`config.mk`:
```
export PLATFORM = sky130hd
export DESIGN_NAME = fbac_core_flat
export DESIGN_NICKNAME = d
export VERILOG_FILES = /design/src/sv/fbac_pkg.sv /design/src/sv/fbac_in_if.sv /design/src/sv/fbac_out_if.sv /design/src/sv/fbac_core.sv /design/src/flat_wrapper.sv
export SDC_FILE = /design/constraint.sdc
export NUM_CORES = 1
export LEC_CHECK = 0
export ABC_CLOCK_PERIOD_IN_PS = 5260
export BUFFER_PORTS_ARGS = -buffer_cell sky130_fd_sc_hd__buf_4
export CORE_MARGIN = 5
export CORE_UTILIZATION = 51
export CTS_CLUSTER_DIAMETER = 50
export CTS_CLUSTER_SIZE = 40
export DETAILED_ROUTE_END_ITERATION = 6
export PLACE_DENSITY = 0.79
export SETUP_SLACK_MARGIN = 0.4
export SKIP_LAST_GASP = 1
export SLEW_MARGIN = 25
export SYNTH_ARGS = -nofsm -noshare
export SYNTH_HDL_FRONTEND = slang
export SYNTH_SLANG_ARGS = --single-unit
```
`constraint.sdc`:
```
create_clock -name clk_i -period 5.26 [get_ports clk_i]
set_input_delay 0.263 -clock clk_i [delete_from_list [all_inputs] [get_ports clk_i]]
set_output_delay 0.263 -clock clk_i [all_outputs]
set_load 0.01 [all_outputs]
```
`src/sv/fbac_pkg.sv`:
```
package fbac_pkg;

  localparam int MemWords = 4096;
  localparam int MemAw    = $clog2(MemWords);
  localparam int WordW    = 40;
  localparam int HalfW    = 20;
  localparam int AddrW    = 12;
  localparam int OpcW     = 8;

  // host operation codes; code 3 has no meaning
  typedef enum logic [1:0] {
    OpWrite = 2'd0,
    OpRead  = 2'd1,
    OpExec  = 2'd2
  } op_e;

  typedef enum logic [OpcW-1:0] {
    OpcLoad = 8'd1,
    OpcAdd  = 8'd5,
    OpcSub  = 8'd6,
    OpcJump = 8'd15,
    OpcStor = 8'd33
  } opc_e;

  typedef enum logic [2:0] {
    StIdle,
    StFetch,
    StExec,
    StOperand,
    StResp
  } state_e;

  typedef struct packed {
    logic             we;
    logic             re;
    logic [MemAw-1:0] addr;
    logic [WordW-1:0] wdata;
  } mem_req_t;

endpackage

```
`src/sv/fbac_in_if.sv`:
```
interface fbac_in_if;
  logic                         valid;
  logic                         ready;
  logic [1:0]                   op;
  logic [fbac_pkg::AddrW-1:0]   addr;
  logic [fbac_pkg::WordW-1:0]   data;

  modport source (output valid, output op, output addr, output data, input ready);
  modport sink   (input valid, input op, input addr, input data, output ready);
endinterface

```
`src/sv/fbac_out_if.sv`:
```
interface fbac_out_if;
  logic                              valid;
  logic                              ready;
  logic [fbac_pkg::WordW-1:0]        read_data;
  logic [fbac_pkg::AddrW-1:0]        prog_counter;
  logic [fbac_pkg::OpcW-1:0]         opcode_now;
  logic [fbac_pkg::AddrW-1:0]        operand_addr;
  logic signed [fbac_pkg::WordW-1:0] accum;
  logic [fbac_pkg::WordW-1:0]        buffer_word;
  logic                              executed;
  logic                              halted;

  modport source (output valid, output read_data, output prog_counter, output opcode_now,
                  output operand_addr, output accum, output buffer_word, output executed,
                  output halted, input ready);
  modport sink   (input valid, input read_data, input prog_counter, input opcode_now,
                  input operand_addr, input accum, input buffer_word, input executed,
                  input halted, output ready);
endinterface

```
`src/sv/fbac_core.sv`:
```
module fbac_core (
  input  logic                     clk_i,
  input  logic                     rst_ni,
  fbac_in_if.sink                  in_i,
  fbac_out_if.source               out_o,
  output fbac_pkg::mem_req_t       mem_req_o,
  input  logic [fbac_pkg::WordW-1:0] mem_rdata_i
);
  import fbac_pkg::*;

  state_e             state_q, state_d;
  logic [AddrW-1:0]   pc_q, pc_d;
  logic [HalfW-1:0]   buf_q, buf_d;
  logic               buf_full_q, buf_full_d;
  logic [WordW-1:0]   acc_q, acc_d;
  logic [WordW-1:0]   mbr_q, mbr_d;
  logic [OpcW-1:0]    ir_q, ir_d;
  logic [AddrW-1:0]   mar_q, mar_d;
  logic               halt_q, halt_d;
  logic               ran_q, ran_d;
  logic               rd_sel_q, rd_sel_d;
  logic               rd_ok_q, rd_ok_d;

  logic               out_valid_q, out_valid_d;
  logic [WordW-1:0]   o_rdata_q, o_rdata_d;
  logic [AddrW-1:0]   o_pc_q, o_pc_d;
  logic [OpcW-1:0]    o_opc_q, o_opc_d;
  logic [AddrW-1:0]   o_adr_q, o_adr_d;
  logic [WordW-1:0]   o_acc_q, o_acc_d;
  logic [WordW-1:0]   o_mbr_q, o_mbr_d;
  logic               o_ran_q, o_ran_d;
  logic               o_halt_q, o_halt_d;

  logic [WordW-1:0]   rd_word;

  function automatic logic in_range(logic [AddrW-1:0] a);
    return {1'b0, a} < (AddrW+1)'(MemWords);
  endfunction

  assign rd_word = rd_ok_q ? mem_rdata_i : '0;
  assign in_i.ready = (state_q == StIdle);

  always_comb begin
    state_d     = state_q;
    pc_d        = pc_q;
    buf_d       = buf_q;
    buf_full_d  = buf_full_q;
    acc_d       = acc_q;
    mbr_d       = mbr_q;
    ir_d        = ir_q;
    mar_d       = mar_q;
    halt_d      = halt_q;
    ran_d       = ran_q;
    rd_sel_d    = rd_sel_q;
    rd_ok_d     = rd_ok_q;
    out_valid_d = out_valid_q && !out_o.ready;
    o_rdata_d   = o_rdata_q;
    o_pc_d      = o_pc_q;
    o_opc_d     = o_opc_q;
    o_adr_d     = o_adr_q;
    o_acc_d     = o_acc_q;
    o_mbr_d     = o_mbr_q;
    o_ran_d     = o_ran_q;
    o_halt_d    = o_halt_q;
    mem_req_o   = '0;

    case (state_q)
      StIdle: begin
        if (in_i.valid) begin
          ran_d    = 1'b0;
          rd_sel_d = 1'b0;
          state_d  = StResp;
          case (op_e'(in_i.op))
            OpWrite: begin
              mem_req_o.we    = in_range(in_i.addr);
              mem_req_o.addr  = in_i.addr[MemAw-1:0];
              mem_req_o.wdata = in_i.data;
            end
            OpRead: begin
              mem_req_o.re   = 1'b1;
              mem_req_o.addr = in_i.addr[MemAw-1:0];
              rd_ok_d        = in_range(in_i.addr);
              rd_sel_d       = 1'b1;
            end
            OpExec: begin
              if (!halt_q) begin
                if (buf_full_q) begin
                  ir_d       = buf_q[HalfW-1:AddrW];
                  mar_d      = buf_q[AddrW-1:0];
                  buf_d      = '0;
                  buf_full_d = 1'b0;
                  pc_d       = pc_q + AddrW'(1);
                  ran_d      = 1'b1;
                  state_d    = StExec;
                end else begin
                  mem_req_o.re   = 1'b1;
                  mem_req_o.addr = pc_q[MemAw-1:0];
                  rd_ok_d        = in_range(pc_q);
                  mar_d          = pc_q;
                  state_d        = StFetch;
                end
              end
            end
            default: ;
          endcase
        end
      end

      StFetch: begin
        mbr_d = rd_word;
        if (rd_word == '0) begin
          halt_d  = 1'b1;
          state_d = StResp;
        end else if (rd_word[HalfW-1:0] != '0) begin
          // run the low half first, park the high half
          buf_d      = rd_word[WordW-1:HalfW];
          buf_full_d = 1'b1;
          ir_d       = rd_word[HalfW-1:AddrW];
          mar_d      = rd_word[AddrW-1:0];
          ran_d      = 1'b1;
          state_d    = StExec;
        end else begin
          pc_d    = pc_q + AddrW'(1);
          ir_d    = rd_word[WordW-1:WordW-OpcW];
          mar_d   = rd_word[HalfW+AddrW-1:HalfW];
          ran_d   = 1'b1;
          state_d = StExec;
        end
      end

      StExec: begin
        state_d = StResp;
        case (opc_e'(ir_q))
          OpcLoad, OpcAdd, OpcSub: begin
            mem_req_o.re   = 1'b1;
            mem_req_o.addr = mar_q[MemAw-1:0];
            rd_ok_d        = in_range(mar_q);
            state_d        = StOperand;
          end
          OpcStor: begin
            mbr_d           = acc_q;
            mem_req_o.we    = in_range(mar_q);
            mem_req_o.addr  = mar_q[MemAw-1:0];
            mem_req_o.wdata = acc_q;
          end
          OpcJump: begin
            if (!acc_q[WordW-1]) begin
              pc_d       = mar_q;
              buf_d      = '0;
              buf_full_d = 1'b0;
            end
          end
          default: ;
        endcase
      end

      StOperand: begin
        mbr_d   = rd_word;
        state_d = StResp;
        case (opc_e'(ir_q))
          OpcLoad: acc_d = rd_word;
          OpcAdd:  acc_d = acc_q + rd_word;
          OpcSub:  acc_d = acc_q - rd_word;
          default: ;
        endcase
      end

      StResp: begin
        // wait for a free output slot
        if (!out_valid_q || out_o.ready) begin
          out_valid_d = 1'b1;
          o_rdata_d   = rd_sel_q ? rd_word : '0;
          o_pc_d      = pc_q;
          o_opc_d     = ran_q ? ir_q : '0;
          o_adr_d     = ran_q ? mar_q : '0;
          o_acc_d     = acc_q;
          o_mbr_d     = mbr_q;
          o_ran_d     = ran_q;
          o_halt_d    = halt_q;
          state_d     = StIdle;
        end
      end

      default: state_d = StIdle;
    endcase
  end

  always_ff @(posedge clk_i or negedge rst_ni) begin
    if (!rst_ni) begin
      state_q     <= StIdle;
      pc_q        <= '0;
      buf_q       <= '0;
      buf_full_q  <= 1'b0;
      acc_q       <= '0;
      mbr_q       <= '0;
      ir_q        <= '0;
      mar_q       <= '0;
      halt_q      <= 1'b0;
      ran_q       <= 1'b0;
      rd_sel_q    <= 1'b0;
      rd_ok_q     <= 1'b0;
      out_valid_q <= 1'b0;
      o_rdata_q   <= '0;
      o_pc_q      <= '0;
      o_opc_q     <= '0;
      o_adr_q     <= '0;
      o_acc_q     <= '0;
      o_mbr_q     <= '0;
      o_ran_q     <= 1'b0;
      o_halt_q    <= 1'b0;
    end else begin
      state_q     <= state_d;
      pc_q        <= pc_d;
      buf_q       <= buf_d;
      buf_full_q  <= buf_full_d;
      acc_q       <= acc_d;
      mbr_q       <= mbr_d;
      ir_q        <= ir_d;
      mar_q       <= mar_d;
      halt_q      <= halt_d;
      ran_q       <= ran_d;
      rd_sel_q    <= rd_sel_d;
      rd_ok_q     <= rd_ok_d;
      out_valid_q <= out_valid_d;
      o_rdata_q   <= o_rdata_d;
      o_pc_q      <= o_pc_d;
      o_opc_q     <= o_opc_d;
      o_adr_q     <= o_adr_d;
      o_acc_q     <= o_acc_d;
      o_mbr_q     <= o_mbr_d;
      o_ran_q     <= o_ran_d;
      o_halt_q    <= o_halt_d;
    end
  end

  assign out_o.valid        = out_valid_q;
  assign out_o.read_data    = o_rdata_q;
  assign out_o.prog_counter = o_pc_q;
  assign out_o.opcode_now   = o_opc_q;
  assign out_o.operand_addr = o_adr_q;
  assign out_o.accum        = $signed(o_acc_q);
  assign out_o.buffer_word  = o_mbr_q;
  assign out_o.executed     = o_ran_q;
  assign out_o.halted       = o_halt_q;

endmodule

```
`src/flat_wrapper.sv`:
```
// flat-port wrapper written by rule: the top's interface ports become plain ports
module fbac_core_flat import fbac_pkg::*;
  (clk_i, rst_ni, mem_req_o, mem_rdata_i, in_i_valid, in_i_op, in_i_addr, in_i_data, in_i_ready, out_o_valid, out_o_read_data, out_o_prog_counter, out_o_opcode_now, out_o_operand_addr, out_o_accum, out_o_buffer_word, out_o_executed, out_o_halted, out_o_ready);
  fbac_in_if in_i_i ();
  fbac_out_if out_o_i ();
  input  logic clk_i;
  input  logic rst_ni;
  output fbac_pkg::mem_req_t mem_req_o;
  input  logic [fbac_pkg::WordW-1:0] mem_rdata_i;
  input wire logic [$bits(in_i_i.valid)-1:0] in_i_valid;
  input wire logic [$bits(in_i_i.op)-1:0] in_i_op;
  input wire logic [$bits(in_i_i.addr)-1:0] in_i_addr;
  input wire logic [$bits(in_i_i.data)-1:0] in_i_data;
  output wire logic [$bits(in_i_i.ready)-1:0] in_i_ready;
  output wire logic [$bits(out_o_i.valid)-1:0] out_o_valid;
  output wire logic [$bits(out_o_i.read_data)-1:0] out_o_read_data;
  output wire logic [$bits(out_o_i.prog_counter)-1:0] out_o_prog_counter;
  output wire logic [$bits(out_o_i.opcode_now)-1:0] out_o_opcode_now;
  output wire logic [$bits(out_o_i.operand_addr)-1:0] out_o_operand_addr;
  output wire logic [$bits(out_o_i.accum)-1:0] out_o_accum;
  output wire logic [$bits(out_o_i.buffer_word)-1:0] out_o_buffer_word;
  output wire logic [$bits(out_o_i.executed)-1:0] out_o_executed;
  output wire logic [$bits(out_o_i.halted)-1:0] out_o_halted;
  input wire logic [$bits(out_o_i.ready)-1:0] out_o_ready;
  assign in_i_i.valid = in_i_valid;
  assign in_i_i.op = in_i_op;
  assign in_i_i.addr = in_i_addr;
  assign in_i_i.data = in_i_data;
  assign in_i_ready = in_i_i.ready;
  assign out_o_valid = out_o_i.valid;
  assign out_o_read_data = out_o_i.read_data;
  assign out_o_prog_counter = out_o_i.prog_counter;
  assign out_o_opcode_now = out_o_i.opcode_now;
  assign out_o_operand_addr = out_o_i.operand_addr;
  assign out_o_accum = out_o_i.accum;
  assign out_o_buffer_word = out_o_i.buffer_word;
  assign out_o_executed = out_o_i.executed;
  assign out_o_halted = out_o_i.halted;
  assign out_o_i.ready = out_o_ready;
  fbac_core u_core (.clk_i(clk_i), .rst_ni(rst_ni), .in_i(in_i_i), .out_o(out_o_i), .mem_req_o(mem_req_o), .mem_rdata_i(mem_rdata_i));
endmodule
```
==> metrics.cfg <==
[worst_hold_path]
hold_class = in -> reg
worstHoldEndpoint = u_core.out_o.read_data[1]
worstHoldPathCells = 3
holdCritStartpoint = mem_rdata_i[1]

[logic_synthesis]
postSynthCellCount = 1983
ys_ff_latch = 295
yosysWarningCount = 0
synth_area_mm2 = 0.0169
synth_cell_types = 75
synthesis.nets = 2127
avgSynthCellArea_um2 = 8.52
ys.flop_type = dfrtp_1
yosysSeqAreaShare = 0.437
synth_edf_count = 0
async_reset_ff_frac = 1.00

[sta]
period_share = 0.868
finalHoldViolations = 0
fmax_mhz = 219
relSlewSlack = 0.295
finClkSkew_ns = 0.0269
finalMaxSlewViolations = 0
period_minus_slack_ns = 4.57
rsz0062_at_grt = no
fin_setup_tns_ns = 0
worst_pin_slew_ns = 1.05
setup_viol = 0

[layout]
design_area_mm2 = 0.0207
nFillCells = 2705
drive_gt1_frac = 0.236
area_growth_pct = 22.7
diodes = 0
fin_nets = 2356

[setup_path]
r2r_start = u_core.rd_ok_q
cp.required_ns = 5.73
startpoint = u_core.rd_ok_q
arrival_ns = 5.04
endpoint_kind = flop
crit_type = reg -> reg
r2r_cells = 18
r2r_end = u_core.acc_q[39]
regToRegSetupSlack_ns = 0.69
crit_path_start_kind = flop
cp_max_fo = 12

[detailed_routing]
dr_total_vias = 16135
ant_nets = 0
drtIter0Drc = 1604
wirelength_mm = 55.6
dr.pass1.iters = 6
drc_errors = 0
via_per_inst = 6.02
post_drt_wl_per_cell_um = 20.7

[global_routing]
grt_use_total = 0.289
first_global_vias = 15413
grt_pass1_wl_mm = 85.5
grt_max_degree = 124
grt_overflow = 0
antenna_found_initial = 1

[floorplan]
core_mm2 = 0.0326
core.rowCount = 66
dieArea_mm2 = 0.0369
start_util = 0.518
ioPinCount = 308
die_w_um = 192
dieHeight_um = 192

[cts]
h-tree-depth = 1
cts_sinks = 295
cts_tree = done
clock_tree.root_cell = clkbuf_16
clk_latency_ns = 0.59
cts_buffers = 31
clk_pin_slew_worst_paths_ns = 0.08
clk_path_buf_depth = 3

[power]
p_leak_nw = 9.50
p_per_area_mw_per_mm2 = 309
ir_worst_vdd_mv = 0.250
total_power_w = 0.00641

[run_status]
status = completed

[flow_run]
cap_viol_max_count = 0

[place]
gp_congestion = 0.991
placed_area_mm2 = 0.0195
io_buffers = 307
dp_hpwl_mm = 40.5

-- worst max path at each step --
stage,end,cells past startpoint
2_1_floorplan,u_core.acc_q[39],24
6_report,u_core.acc_q[39],18
4_1_cts,u_core.acc_q[39],19
3_3_place_gp,u_core.acc_q[39],18
3_5_place_dp,u_core.acc_q[39],18
5_1_grt,u_core.acc_q[39],18
-- report_power, final --
part | switching, W | total [W] | internal [W]
sequential | 0.000175 | 0.00267 | 0.00250
clock | 0.00107 | 0.00236 | 0.00129
combinational | 0.000747 | 0.00139 | 0.000638
total | 0.00199 | 0.00641 | 0.00442
-- metal layers --
metal | GRT usage | share of wire | vias up
met1 | 0.415 | 0.42 | 7713
met3 | 0.0476 | 0.10 | 151
met4 | 0.0842 | 0.032 | 2
li1 | - | - | 7418
met5 | 0 | 0.00018 | -
met2 | 0.456 | 0.45 | 851
-- layout make-up --
type / instances / area [um^2] / area share
clock inverter: 23 / 303 / 0.0146
inverter: 17 / 63.8 / 0.00308
sequential: 295 / 7390 / 0.356
clock buffer: 35 / 821 / 0.0396
tap: 442 / 553 / 0.0267
multi-input combinational: 1520 / 8940 / 0.431
timing repair buffer: 347 / 2660 / 0.128
-- worst max-delay path, stage by stage, from the launching register on --
cell,delay [ns]
dfrtp_4,0.55
and2_1,0.19
inv_1,0.06
ha_1,0.23
and2_1,0.27
and2_1,0.30
a31oi_1,0.22
xor2_1,0.25
ha_1,0.41
nand2_1,0.07
o21ai_1,0.17
nor3_1,0.09
a21o_1,0.22
nor4_2,0.36
o221ai_1,0.22
o221a_2,0.31
and2_1,0.17
a311oi_1,0.27
a21oi_1,0.07
-- metrics by stage --
step | util | worst slack (ns) | instances | hold slack (ns)
4_1_cts | 0.633 | 0.440 | 2677 | 0.000816
5_1_grt | 0.635 | 0.405 | 2679 | 0.0168
3_5_place_dp | 0.597 | 0.239 | 2615 | 0.434
3_3_place_gp | 0.597 | 0.330 | 2615 | 0.422
2_1_floorplan | - | 0.416 | 1983 | -0.0326
6_report | 0.635 | 0.692 | 2679 | 0.0109
-- sequential cells by signal, indices dropped and copies added (netlist names), 3 cells and up --
| register | cells |
|---|---|
| u_core.acc_q | 40 |
| u_core.buf_q | 20 |
| u_core.ir_q | 8 |
| u_core.mar_q | 12 |
| u_core.mbr_q | 40 |
| u_core.out_o.accum | 40 |
| u_core.out_o.buffer_word | 40 |
| u_core.out_o.opcode_now | 8 |
| u_core.out_o.operand_addr | 12 |
| u_core.out_o.prog_counter | 12 |
| u_core.out_o.read_data | 40 |
| u_core.pc_q | 12 |
| u_core.state_q | 3 |
-- what timing repair did --
action,4_1_cts,5_1_grt
hold endpoints to repair,124,0
setup buffers,0,1
hold buffers,4,0
setup endpoints to repair,0,7
resized for setup,0,11
-- cell usage in the layout, fill, tap and decap left out, drive strengths merged, types with 5 or more instances in the layout --
cell type  netlist  final
o41ai            5      5
o22a            12     12
nand4            9      9
a21o            25     25
buf             22    343
or2              5      5
a31oi           55     55
nand2b          13     13
mux2           113    113
o22ai            8      8
mux2i           14     14
or3              7      7
clkbuf         129     35
and3            10     10
clkinv           0      7
nand3           64     64
o31ai            8      8
xnor2           29     29
inv             17     27
nor3            27     27
o21ai          189    189
and2            10     10
o21a            11     11
a22oi           16     16
ha              45     45
a32oi            6      6
or4              5      5
a21oi          184    184
a211oi           9      9
dfrtp          295    295
nor2b            8      8
nor2           141    141
nand2          427    427
xor2            26     26
-- Yosys cell counts (16+ instances only) --
cell type / n / share of area
a21o_1: 25 / 0.011
a21oi_1: 183 / 0.054
a22oi_1: 16 / 0.0071
a31oi_1: 55 / 0.020
clkbuf_1: 129 / 0.029
dfrtp_1: 295 / 0.44
ha_1: 45 / 0.033
mux2_1: 20 / 0.013
mux2_2: 93 / 0.062
nand2_1: 427 / 0.095
nand3_1: 64 / 0.019
nor2_1: 139 / 0.031
nor3_1: 26 / 0.0077
o21ai_0: 106 / 0.031
o21ai_1: 83 / 0.025
xnor2_1: 29 / 0.015
xor2_1: 26 / 0.013
-- logic make-up after synthesis --
group	share of synthesized area
xor+xnor	0.0285
buf+inv	0.0389
compound gates	0.193
mux	0.0836
simple gates	0.184
fa+ha+maj	0.0345
flops	0.437
(Power assumes the default switching activity.)
